[config.mk]
export PLATFORM = sky130hd
export DESIGN_NAME = variable_partition_allocator_top
export DESIGN_NICKNAME = d
export VERILOG_FILES = /design/src/hdl/vpa_pkg.sv /design/src/hdl/vpa_table_ram.sv /design/src/hdl/vpa_ctrl.sv /design/src/hdl/variable_partition_allocator_top.sv
export SDC_FILE = /design/constraint.sdc
export NUM_CORES = 2
export LEC_CHECK = 0
export BUFFER_PORTS_ARGS = -buffer_cell sky130_fd_sc_hd__buf_2
export CAP_MARGIN = 20
export CORE_MARGIN = 10
export CORE_UTILIZATION = 55
export CTS_CLUSTER_SIZE = 28
export DETAILED_ROUTE_END_ITERATION = 12
export PLACE_DENSITY = 0.81
export SLEW_MARGIN = 20
export SYNTH_ARGS = -nofsm -noshare
export SYNTH_HDL_FRONTEND = slang
export SYNTH_SLANG_ARGS = --single-unit
export TNS_END_PERCENT = 100
[constraint.sdc]
create_clock -name clk -period 16.35 [get_ports clk]
set_input_delay 1.635 -clock clk [delete_from_list [all_inputs] [get_ports clk]]
set_output_delay 1.635 -clock clk [all_outputs]
set_load 0.05 [all_outputs]
[src/hdl/vpa_pkg.sv]
// ----------------------------------------------------------------------------
// Variable partition allocator package
// Shared types, constants and codes for the partition allocator.
// ----------------------------------------------------------------------------
`default_nettype none
package vpa_pkg;

  localparam int MAX_PARTITIONS = 32;
  localparam int SIZE_BITS      = 16;
  localparam int IDX_BITS       = $clog2(MAX_PARTITIONS);
  localparam int CNT_BITS       = $clog2(MAX_PARTITIONS + 1);
  localparam int OWNER_BITS     = 8;

  localparam logic [SIZE_BITS-1:0] TOTAL_SIZE_RESET = SIZE_BITS'(1024);

  localparam logic       OP_ALLOC = 1'b0;
  localparam logic       OP_FREE  = 1'b1;

  localparam logic [1:0] FIT_FIRST = 2'd0;
  localparam logic [1:0] FIT_BEST  = 2'd1;
  localparam logic [1:0] FIT_WORST = 2'd2;
  localparam logic [1:0] FIT_NONE  = 2'd3;

  localparam logic [1:0] ST_OK        = 2'd0;
  localparam logic [1:0] ST_NO_SPACE  = 2'd1;
  localparam logic [1:0] ST_NO_OWNER  = 2'd2;
  localparam logic [1:0] ST_FULL      = 2'd3;

  typedef struct packed {
    logic                   opcode;
    logic [1:0]             fit_policy;
    logic [15:0]            request_size;
    logic [7:0]             owner_id;
  } in_req_t;

  typedef struct packed {
    logic [1:0]             status;
    logic [15:0]            start_address;
    logic [15:0]            block_size;
    logic [4:0]             partition_index;
  } out_rsp_t;

  typedef struct packed {
    logic [SIZE_BITS-1:0]  start;
    logic [SIZE_BITS-1:0]  size;
    logic [OWNER_BITS-1:0] owner;
    logic                  used;
  } entry_t;

  typedef enum logic [3:0] {
    S_IDLE,
    S_SCAN,
    S_SCAN_WAIT,
    S_DECIDE,
    S_SHIFT_RD,
    S_SHIFT_WR,
    S_SPLIT,
    S_FREE_RD,
    S_FREE_MERGE,
    S_REMOVE_RD,
    S_REMOVE_WR,
    S_DONE
  } state_t;

endpackage
`default_nettype wire

[src/hdl/vpa_table_ram.sv]
// ----------------------------------------------------------------------------
// Partition table memory
// One-write, one-read synchronous memory holding the partition entries.
// ----------------------------------------------------------------------------
`default_nettype none
module vpa_table_ram (
  input  wire logic                         clk,
  input  wire logic                         we,
  input  wire logic [vpa_pkg::IDX_BITS-1:0] waddr,
  input  wire vpa_pkg::entry_t              wdata,
  input  wire logic [vpa_pkg::IDX_BITS-1:0] raddr,
  output vpa_pkg::entry_t                   rdata
);

  vpa_pkg::entry_t mem [vpa_pkg::MAX_PARTITIONS];

  always_ff @(posedge clk) begin
    if (we) begin
      mem[waddr] <= wdata;
    end
    rdata <= mem[raddr];
  end

endmodule
`default_nettype wire

[src/hdl/vpa_ctrl.sv]
// ----------------------------------------------------------------------------
// Partition allocator sequencer
// Scans the table, shifts entries for splits and merges, forms results.
// ----------------------------------------------------------------------------
`default_nettype none
module vpa_ctrl (
  input  wire logic                         clk,
  input  wire logic                         rst_n,
  input  wire logic                         start,
  input  wire vpa_pkg::in_req_t             req,
  input  wire logic                         cfg_we,
  input  wire logic [15:0]                  cfg_total,
  output logic                              busy,
  output logic                              rsp_valid,
  output vpa_pkg::out_rsp_t                 rsp,
  output logic                              ram_we,
  output logic [vpa_pkg::IDX_BITS-1:0]      ram_waddr,
  output vpa_pkg::entry_t                   ram_wdata,
  output logic [vpa_pkg::IDX_BITS-1:0]      ram_raddr,
  input  wire vpa_pkg::entry_t              ram_rdata
);

  localparam int IB = vpa_pkg::IDX_BITS;
  localparam int CB = vpa_pkg::CNT_BITS;
  localparam int SB = vpa_pkg::SIZE_BITS;

  vpa_pkg::state_t state_r, state_nxt;
  vpa_pkg::in_req_t req_r, req_nxt;
  logic [CB-1:0] cnt_r, cnt_nxt;
  logic [CB-1:0] i_r, i_nxt;
  logic [IB-1:0] pick_r, pick_nxt;
  logic [SB-1:0] left_r, left_nxt;
  logic          found_r, found_nxt;
  logic [SB-1:0] total_r, total_nxt;
  vpa_pkg::entry_t cur_r, cur_nxt;
  vpa_pkg::entry_t prv_r, prv_nxt;
  logic          prvok_r, prvok_nxt;
  logic          clr_r, clr_nxt;
  logic          mprev_r, mprev_nxt;
  vpa_pkg::out_rsp_t rsp_r, rsp_nxt;
  logic          rv_r, rv_nxt;

  vpa_pkg::entry_t zero_e;
  logic [SB-1:0]   lft;
  logic            fits;

  assign zero_e = '0;
  assign busy = (state_r != vpa_pkg::S_IDLE) || clr_r;
  assign rsp_valid = rv_r;
  assign rsp = rsp_r;
  assign fits = !ram_rdata.used && (ram_rdata.size >= req_r.request_size);
  assign lft = ram_rdata.size - req_r.request_size;

  always_ff @(posedge clk) begin
    if (!rst_n) begin
      state_r <= vpa_pkg::S_IDLE;
      cnt_r   <= CB'(1);
      total_r <= vpa_pkg::TOTAL_SIZE_RESET;
      clr_r   <= 1'b1;
      rv_r    <= 1'b0;
      i_r     <= '0;
    end else begin
      state_r <= state_nxt;
      cnt_r   <= cnt_nxt;
      total_r <= total_nxt;
      clr_r   <= clr_nxt;
      rv_r    <= rv_nxt;
      i_r     <= i_nxt;
    end
    req_r <= req_nxt; pick_r <= pick_nxt; left_r <= left_nxt; found_r <= found_nxt;
    cur_r <= cur_nxt; prv_r <= prv_nxt; prvok_r <= prvok_nxt;
    mprev_r <= mprev_nxt; rsp_r <= rsp_nxt;
  end

  always_comb begin
    state_nxt = state_r; req_nxt = req_r; cnt_nxt = cnt_r; i_nxt = i_r;
    pick_nxt = pick_r; left_nxt = left_r; found_nxt = found_r; total_nxt = total_r;
    cur_nxt = cur_r; prv_nxt = prv_r; prvok_nxt = prvok_r; clr_nxt = clr_r;
    mprev_nxt = mprev_r; rsp_nxt = rsp_r; rv_nxt = 1'b0;
    ram_we = 1'b0; ram_waddr = '0; ram_wdata = zero_e; ram_raddr = i_r[IB-1:0];

    if (cfg_we) begin
      total_nxt = cfg_total;
      clr_nxt = 1'b1;
      i_nxt = '0;
    end else if (clr_r) begin
      ram_we = 1'b1;
      ram_waddr = i_r[IB-1:0];
      ram_wdata = zero_e;
      if (i_r == '0) ram_wdata.size = total_r;
      if (i_r == CB'(vpa_pkg::MAX_PARTITIONS - 1)) begin
        clr_nxt = 1'b0;
        cnt_nxt = CB'(1);
        i_nxt = '0;
      end else begin
        i_nxt = i_r + CB'(1);
      end
    end else begin
      unique case (state_r)
        vpa_pkg::S_IDLE: begin
          if (start) begin
            req_nxt = req;
            i_nxt = '0;
            found_nxt = 1'b0;
            prvok_nxt = 1'b0;
            ram_raddr = '0;
            if (req.opcode == vpa_pkg::OP_ALLOC &&
                (req.fit_policy == vpa_pkg::FIT_NONE || req.request_size == '0)) begin
              rsp_nxt = '0; rsp_nxt.status = vpa_pkg::ST_NO_SPACE;
              state_nxt = vpa_pkg::S_DONE;
            end else begin
              state_nxt = vpa_pkg::S_SCAN;
            end
          end
        end
        vpa_pkg::S_SCAN: begin
          // Data for entry i_r is on ram_rdata.
          if (req_r.opcode == vpa_pkg::OP_FREE) begin
            if (ram_rdata.used && ram_rdata.owner == req_r.owner_id) begin
              cur_nxt = ram_rdata;
              pick_nxt = i_r[IB-1:0];
              ram_raddr = IB'(i_r + CB'(1));
              state_nxt = vpa_pkg::S_FREE_RD;
            end else if (i_r + CB'(1) >= cnt_r) begin
              rsp_nxt = '0; rsp_nxt.status = vpa_pkg::ST_NO_OWNER;
              state_nxt = vpa_pkg::S_DONE;
            end else begin
              prv_nxt = ram_rdata; prvok_nxt = 1'b1;
              i_nxt = i_r + CB'(1);
              ram_raddr = IB'(i_r + CB'(1));
            end
          end else begin
            if (fits && (!found_r ||
                (req_r.fit_policy == vpa_pkg::FIT_BEST && lft < left_r) ||
                (req_r.fit_policy == vpa_pkg::FIT_WORST && lft > left_r))) begin
              found_nxt = 1'b1; pick_nxt = i_r[IB-1:0]; left_nxt = lft;
              cur_nxt = ram_rdata;
            end
            if ((fits && !found_r && req_r.fit_policy == vpa_pkg::FIT_FIRST) ||
                i_r + CB'(1) >= cnt_r) begin
              state_nxt = vpa_pkg::S_DECIDE;
            end else begin
              i_nxt = i_r + CB'(1);
              ram_raddr = IB'(i_r + CB'(1));
            end
          end
        end
        vpa_pkg::S_DECIDE: begin
          if (!found_r) begin
            rsp_nxt = '0; rsp_nxt.status = vpa_pkg::ST_NO_SPACE;
            state_nxt = vpa_pkg::S_DONE;
          end else if (left_r == '0) begin
            ram_we = 1'b1; ram_waddr = pick_r;
            ram_wdata = cur_r; ram_wdata.used = 1'b1; ram_wdata.owner = req_r.owner_id;
            rsp_nxt.status = vpa_pkg::ST_OK;
            rsp_nxt.start_address = cur_r.start;
            rsp_nxt.block_size = cur_r.size;
            rsp_nxt.partition_index = 5'(pick_r);
            state_nxt = vpa_pkg::S_DONE;
          end else if (cnt_r >= CB'(vpa_pkg::MAX_PARTITIONS)) begin
            rsp_nxt = '0; rsp_nxt.status = vpa_pkg::ST_FULL;
            state_nxt = vpa_pkg::S_DONE;
          end else begin
            i_nxt = cnt_r;
            state_nxt = vpa_pkg::S_SHIFT_RD;
          end
        end
        vpa_pkg::S_SHIFT_RD: begin
          // Move entries up: entry i_r gets entry i_r-1, down to pick+2.
          if (i_r <= CB'(pick_r) + CB'(1)) begin
            state_nxt = vpa_pkg::S_SPLIT;
          end else begin
            ram_raddr = IB'(i_r - CB'(1));
            state_nxt = vpa_pkg::S_SHIFT_WR;
          end
        end
        vpa_pkg::S_SHIFT_WR: begin
          ram_we = 1'b1; ram_waddr = i_r[IB-1:0]; ram_wdata = ram_rdata;
          i_nxt = i_r - CB'(1);
          state_nxt = vpa_pkg::S_SHIFT_RD;
        end
        vpa_pkg::S_SPLIT: begin
          // Two writes: remainder first, then the used part.
          if (!found_r) begin
            ram_we = 1'b1; ram_waddr = pick_r;
            ram_wdata.start = cur_r.start; ram_wdata.size = req_r.request_size;
            ram_wdata.owner = req_r.owner_id; ram_wdata.used = 1'b1;
            cnt_nxt = cnt_r + CB'(1);
            rsp_nxt.status = vpa_pkg::ST_OK;
            rsp_nxt.start_address = cur_r.start;
            rsp_nxt.block_size = req_r.request_size;
            rsp_nxt.partition_index = 5'(pick_r);
            state_nxt = vpa_pkg::S_DONE;
          end else begin
            ram_we = 1'b1; ram_waddr = pick_r + IB'(1);
            ram_wdata.start = cur_r.start + req_r.request_size;
            ram_wdata.size = left_r;
            found_nxt = 1'b0;
          end
        end
        vpa_pkg::S_FREE_RD: begin
          // ram_rdata holds entry pick+1.
          cur_nxt.used = 1'b0; cur_nxt.owner = '0;
          mprev_nxt = prvok_r && !prv_r.used;
          if (i_r + CB'(1) < cnt_r && !ram_rdata.used) begin
            cur_nxt.size = cur_r.size + ram_rdata.size;
            state_nxt = vpa_pkg::S_REMOVE_RD;
            i_nxt = i_r + CB'(1);
          end else begin
            state_nxt = vpa_pkg::S_FREE_MERGE;
          end
        end
        vpa_pkg::S_REMOVE_RD: begin
          // Move entry i_r+1 to i_r until the end, then clear the last.
          if (i_r + CB'(1) >= cnt_r) begin
            ram_we = 1'b1; ram_waddr = i_r[IB-1:0]; ram_wdata = zero_e;
            cnt_nxt = cnt_r - CB'(1);
            state_nxt = vpa_pkg::S_FREE_MERGE;
          end else begin
            ram_raddr = IB'(i_r + CB'(1));
            state_nxt = vpa_pkg::S_REMOVE_WR;
          end
        end
        vpa_pkg::S_REMOVE_WR: begin
          ram_we = 1'b1; ram_waddr = i_r[IB-1:0]; ram_wdata = ram_rdata;
          i_nxt = i_r + CB'(1);
          state_nxt = vpa_pkg::S_REMOVE_RD;
        end
        vpa_pkg::S_FREE_MERGE: begin
          if (mprev_r) begin
            mprev_nxt = 1'b0;
            cur_nxt.start = prv_r.start;
            cur_nxt.size = prv_r.size + cur_r.size;
            pick_nxt = pick_r - IB'(1);
            i_nxt = CB'(pick_r);
            state_nxt = vpa_pkg::S_REMOVE_RD;
          end else begin
            ram_we = 1'b1; ram_waddr = pick_r; ram_wdata = cur_r;
            rsp_nxt.status = vpa_pkg::ST_OK;
            rsp_nxt.start_address = cur_r.start;
            rsp_nxt.block_size = cur_r.size;
            rsp_nxt.partition_index = 5'(pick_r);
            state_nxt = vpa_pkg::S_DONE;
          end
        end
        vpa_pkg::S_DONE: begin
          rv_nxt = 1'b1;
          state_nxt = vpa_pkg::S_IDLE;
        end
        default: state_nxt = vpa_pkg::S_IDLE;
      endcase
    end
  end

endmodule
`default_nettype wire

[src/hdl/variable_partition_allocator_top.sv]
// ----------------------------------------------------------------------------
// Variable partition allocator
// Allocates and frees contiguous partitions by first, best or worst fit.
// ----------------------------------------------------------------------------
// A request is taken when start is high and busy is low. It carries an
// opcode, a fit policy, a size and an owner. Exactly one result follows,
// shown for one cycle with out_valid high; the receiver cannot stall it.
// The partition table lives in one synchronous memory, and the sequencer
// reads one entry per cycle while it scans. An allocate scans the entries,
// and on a split shifts the entries above the pick up by one; a free scans
// for the owner and, to merge with the next or the previous entry, moves
// the entries above down by one. A rejected policy or size skips the scan.
// The result shows in the first cycle with busy low, and the next request
// can be taken in that same cycle. Reset and every write of cfg_total_size
// start a clearing pass over every entry of the memory, during which busy
// is high and the table becomes one free partition of the configured size
// (1024 at reset). The user must make configuration writes only while the
// block is idle; the block itself does not enforce this.
// ----------------------------------------------------------------------------
`default_nettype none
module variable_partition_allocator_top (
  input  wire logic              clk,
  input  wire logic              rst_n,
  input  wire logic              start,
  output logic                   busy,
  input  wire vpa_pkg::in_req_t  in_req,
  output logic                   out_valid,
  output vpa_pkg::out_rsp_t      out_rsp,
  input  wire logic              cfg_we,
  input  wire logic [15:0]       cfg_total_size
);

  logic                         ram_we;
  logic [vpa_pkg::IDX_BITS-1:0] ram_waddr, ram_raddr;
  vpa_pkg::entry_t              ram_wdata, ram_rdata;

  vpa_ctrl u_ctrl (
    .clk, .rst_n, .start, .req(in_req), .cfg_we, .cfg_total(cfg_total_size),
    .busy, .rsp_valid(out_valid), .rsp(out_rsp),
    .ram_we, .ram_waddr, .ram_wdata, .ram_raddr, .ram_rdata
  );

  vpa_table_ram u_ram (
    .clk, .we(ram_we), .waddr(ram_waddr), .wdata(ram_wdata),
    .raddr(ram_raddr), .rdata(ram_rdata)
  );

  a_valid_pulse: assert property (@(posedge clk) disable iff (!rst_n)
    out_valid |=> !out_valid) else $error("result strobe longer than one cycle");
  a_no_accept_busy: assert property (@(posedge clk) disable iff (!rst_n)
    (start && !busy) |=> busy) else $error("busy did not rise after a request");
  a_fail_zero: assert property (@(posedge clk) disable iff (!rst_n)
    (out_valid && out_rsp.status != vpa_pkg::ST_OK) |-> (out_rsp.block_size == '0))
    else $error("failed result carries a size");

endmodule
`default_nettype wire

==> flow_summary.ini <==
[detailed_routing]
vias_per_cell = 6.480
vias = 44313
drc = 0
ant_nets = 0
wire_per_inst_um = 26.87
finalWirelength_um = 183700
drt_first_pass_iters = 7
first_iter_violations = 7746

[sta]
hold_slack_ns = 0.5107
finalSetupViolCount = 0
min_period_ns = 7.200
post-route-period-util = 0.4403
maxClockFrequency_mhz = 138.9
tightest_slew_ns = 1.179
slew_viol_final = 0
setup_tns_ns = 0
hold_viol_final = 0
final.setup_skew_ns = 0.02977
rsz0062_at_grt = false
relSlewSlack = 0.2140

[layout]
n_antenna_cell = 0
seqCellArea_um2 = 45820
layout_common_cells = 1476 x edfxtp_1, 952 x nand2_1, 328 x a211oi_1
finalNetCount = 5245
synthToLayoutAreaGrowth_pct = 11.08
drive_gt1_frac = 0.1052
multiInputGateArea_um2 = 18760
stdcell_count = 6838
fillCellCount = 8248
mostFrequentLayoutCell = edfxtp_1

[worst_setup_path]
cp.required_ns = 16.98
start_kind = flip-flop
critPathMaxFanout = 238
endpoint_kind = flip-flop
path_class = flip-flop to flip-flop
arrival_ns = 7.83

[global_route]
grt_usage = 0.2639
antenna_found_initial = 2
grt_overflow = 0
grt_pass1_wl_um = 268500
grt_pass1_vias = 42264
grt_max_degree = 239

[run]
drv_cap = 0

[clock_network]
numCtsBuffers = 149
ctsLongestPathBuffers = 3
root_buffer = clkbuf_16
cts_setup_buffers = 0
cts_resized = 0
htreeDepth = 4
tritoncts = built
cts.sinks = 1551
path_clk_slew_ns = 0.06
hold_buffers = 0
clock_latency_ns = 0.78

[synth]
synth_area_per_cell_um2 = 12.93
syn_inst = 5089
synth_flop_cell = edfxtp_1
synth-seq-cells = 1551
synthArstFlopShare = 0
synth-edff-count = 1476
synthDistinctLibCells = 85
yosysWarnings = 0
syn_area_um2 = 65830
synth.net_count = 5224
seq_area_frac_synth = 0.6961

[power]
share_seq_of_total_power = 0.542
p_switching_mw = 1.695
power.leakage_nw = 25.75
internal_power_mw = 6.345
switching_share = 0.2108
peakVddDrop_uv = 108.8
power.density_nw_per_um2 = 110.0
clockPowerShare = 0.423
combinationalPowerShare = 0.035

[floorplan]
io_pins = 88
start_util = 0.5560
die_y_um = 366.0
dieArea_um2 = 133900
core_region_area_um2 = 118400
num_rows = 126
chipWidth_um = 366.0

[place]
dpl.hpwl_um = 96090
dp.cells = 6552
io_buffers = 87
place_congestion = 0.9473

[hold_path]
hold_path_class = flip-flop to flip-flop

[outcome]
status = finished clean
==> kinds of logic (layout without fill, tap and decap cells) <==
group,after synthesis,in the layout,share of synthesized area
and+or+nand+nor,1858,1858,0.1372
buffers and inverters,395,544,0.02707
adders and majority gates,88,88,0.01718
muxes,22,22,0.003592
DFF,1551,1551,0.6961
AOI/OAI and AO/OA,1114,1114,0.1107
xor gates and xnor gates,61,61,0.008116
==> path summary, 6_finish.rpt <==
check,startpoint,end,slack (ns),cells after the start
setup / recovery,u_ctrl.i_r[0]$_SDFFE_PP0P_,u_ram.rdata[22]$_DFF_P_,9.15,18
hold / removal,u_ram.rdata[38]$_DFF_P_,u_ctrl.prv_r[38]$_DFFE_PP_,0.51,0
setup reg to reg,u_ctrl.i_r[0]$_SDFFE_PP0P_,u_ram.rdata[22]$_DFF_P_,9.15,18
hold reg to reg,u_ram.rdata[38]$_DFF_P_,u_ctrl.prv_r[38]$_DFFE_PP_,0.51,0
==> cell usage after synthesis (6+ instances only) <==
| master | count | area (µm²) |
|---|---|---|
| nor2_1 | 153 | 574.3 |
| and2_1 | 246 | 1539 |
| xor2_1 | 17 | 148.9 |
| inv_1 | 67 | 251.5 |
| xnor2_1 | 44 | 385.4 |
| nand3_1 | 27 | 135.1 |
| nand2_1 | 953 | 3577 |
| a31oi_1 | 165 | 1032 |
| o21ai_0 | 242 | 1211 |
| nor4_2 | 30 | 375.4 |
| clkbuf_2 | 12 | 60.06 |
| o21bai_1 | 9 | 67.56 |
| a21oi_1 | 128 | 640.6 |
| buf_4 | 17 | 127.6 |
| nand2b_1 | 16 | 100.1 |
| mux2i_1 | 18 | 180.2 |
| o22ai_1 | 83 | 519.3 |
| or3_1 | 13 | 81.33 |
| dfxtp_1 | 75 | 1501 |
| buf_1 | 7 | 26.28 |
| nand4_1 | 10 | 62.56 |
| a211oi_1 | 329 | 2470 |
| nor3b_1 | 8 | 60.06 |
| buf_2 | 113 | 565.5 |
| ha_1 | 84 | 1051 |
| nor3_1 | 27 | 135.1 |
| o31ai_1 | 7 | 52.55 |
| a221oi_1 | 21 | 183.9 |
| a311oi_1 | 6 | 52.55 |
| a21boi_0 | 7 | 52.55 |
| o211ai_1 | 12 | 90.09 |
| o21a_1 | 14 | 105.1 |
| and3_1 | 168 | 1051 |
| and2_0 | 111 | 694.4 |
| a21o_1 | 12 | 90.09 |
| buf_6 | 7 | 78.83 |
| clkbuf_1 | 166 | 623.1 |
| nor2b_1 | 46 | 287.8 |
| nor4_1 | 24 | 150.1 |
| a222oi_1 | 24 | 240.2 |
| o21ai_1 | 10 | 50.05 |
| edfxtp_1 | 1476 | 44320 |
==> flip-flops by register name, summed over array words and instances, names as in the netlist <==
signal,cells
u_ctrl.clr_r,1
u_ctrl.cnt_r,6
u_ctrl.cur_r,41
u_ctrl.found_r,1
u_ctrl.i_r,6
u_ctrl.left_r,16
u_ctrl.mprev_r,1
u_ctrl.pick_r,5
u_ctrl.prv_r,33
u_ctrl.prvok_r,1
u_ctrl.req_r,27
u_ctrl.rsp,39
u_ctrl.rsp_valid,1
u_ctrl.state_r,4
u_ctrl.total_r,16
u_ram.mem,1312
u_ram.rdata,41
==> metal layers <==
layer | wire length, µm | GRT usage
met5 | 0 | 0
met4 | 10670 | 0.1469
met3 | 25040 | 0.06423
met2 | 82450 | 0.3988
met1 | 65560 | 0.3505
==> layout make-up <==
class | instances | share of cell area
clock inverters | 74 | 0.01027
multi-input cells | 3143 | 0.2565
repair buffers | 195 | 0.01942
well taps | 1600 | 0.02738
flip-flops and latches | 1551 | 0.6267
inverters | 70 | 0.003594
clock buffers | 205 | 0.05609
==> per-stage QoR <==
step / power [mW] / util / worst slack [ns] / area, µm²
after global placement: 4.701 / 0.5746 / 9.389 / 68030
after global routing: 8.239 / 0.6176 / 8.746 / 73120
after CTS: 8.048 / 0.6163 / 9.261 / 72970
after floorplan: 4.625 / - / 10.58 / 65830
after detailed placement: 4.712 / 0.5753 / 9.259 / 68120
final: 8.040 / 0.6176 / 9.150 / 73120
==> worst max-delay path: stages (launching register included) <==
cell	delay (ns)
dfxtp_1	0.65
ha_1	0.37
nand3_1	0.22
xnor2_1	0.26
ha_1	0.27
and4_1	0.26
a221oi_4	0.35
and2_1	0.45
inv_1	0.22
ha_1	0.36
nor2_1	0.05
or3_1	0.33
or4_1	0.47
o21ai_4	0.10
buf_12	0.68
nand3_2	0.95
buf_4	0.65
o22ai_1	0.29
nor4_2	0.08
==> power groups by stage <==
stage | Combinational [mW] | Sequential (mW) | Clock (mW)
detailed placement | 0.270 | 4.44 | 0
global placement | 0.260 | 4.44 | 0
floorplan | 0.201 | 4.42 | 0
global route | 0.305 | 4.36 | 3.58
finish | 0.279 | 4.36 | 3.40
CTS | 0.273 | 4.36 | 3.42
Power figures use the tool's default switching activity.
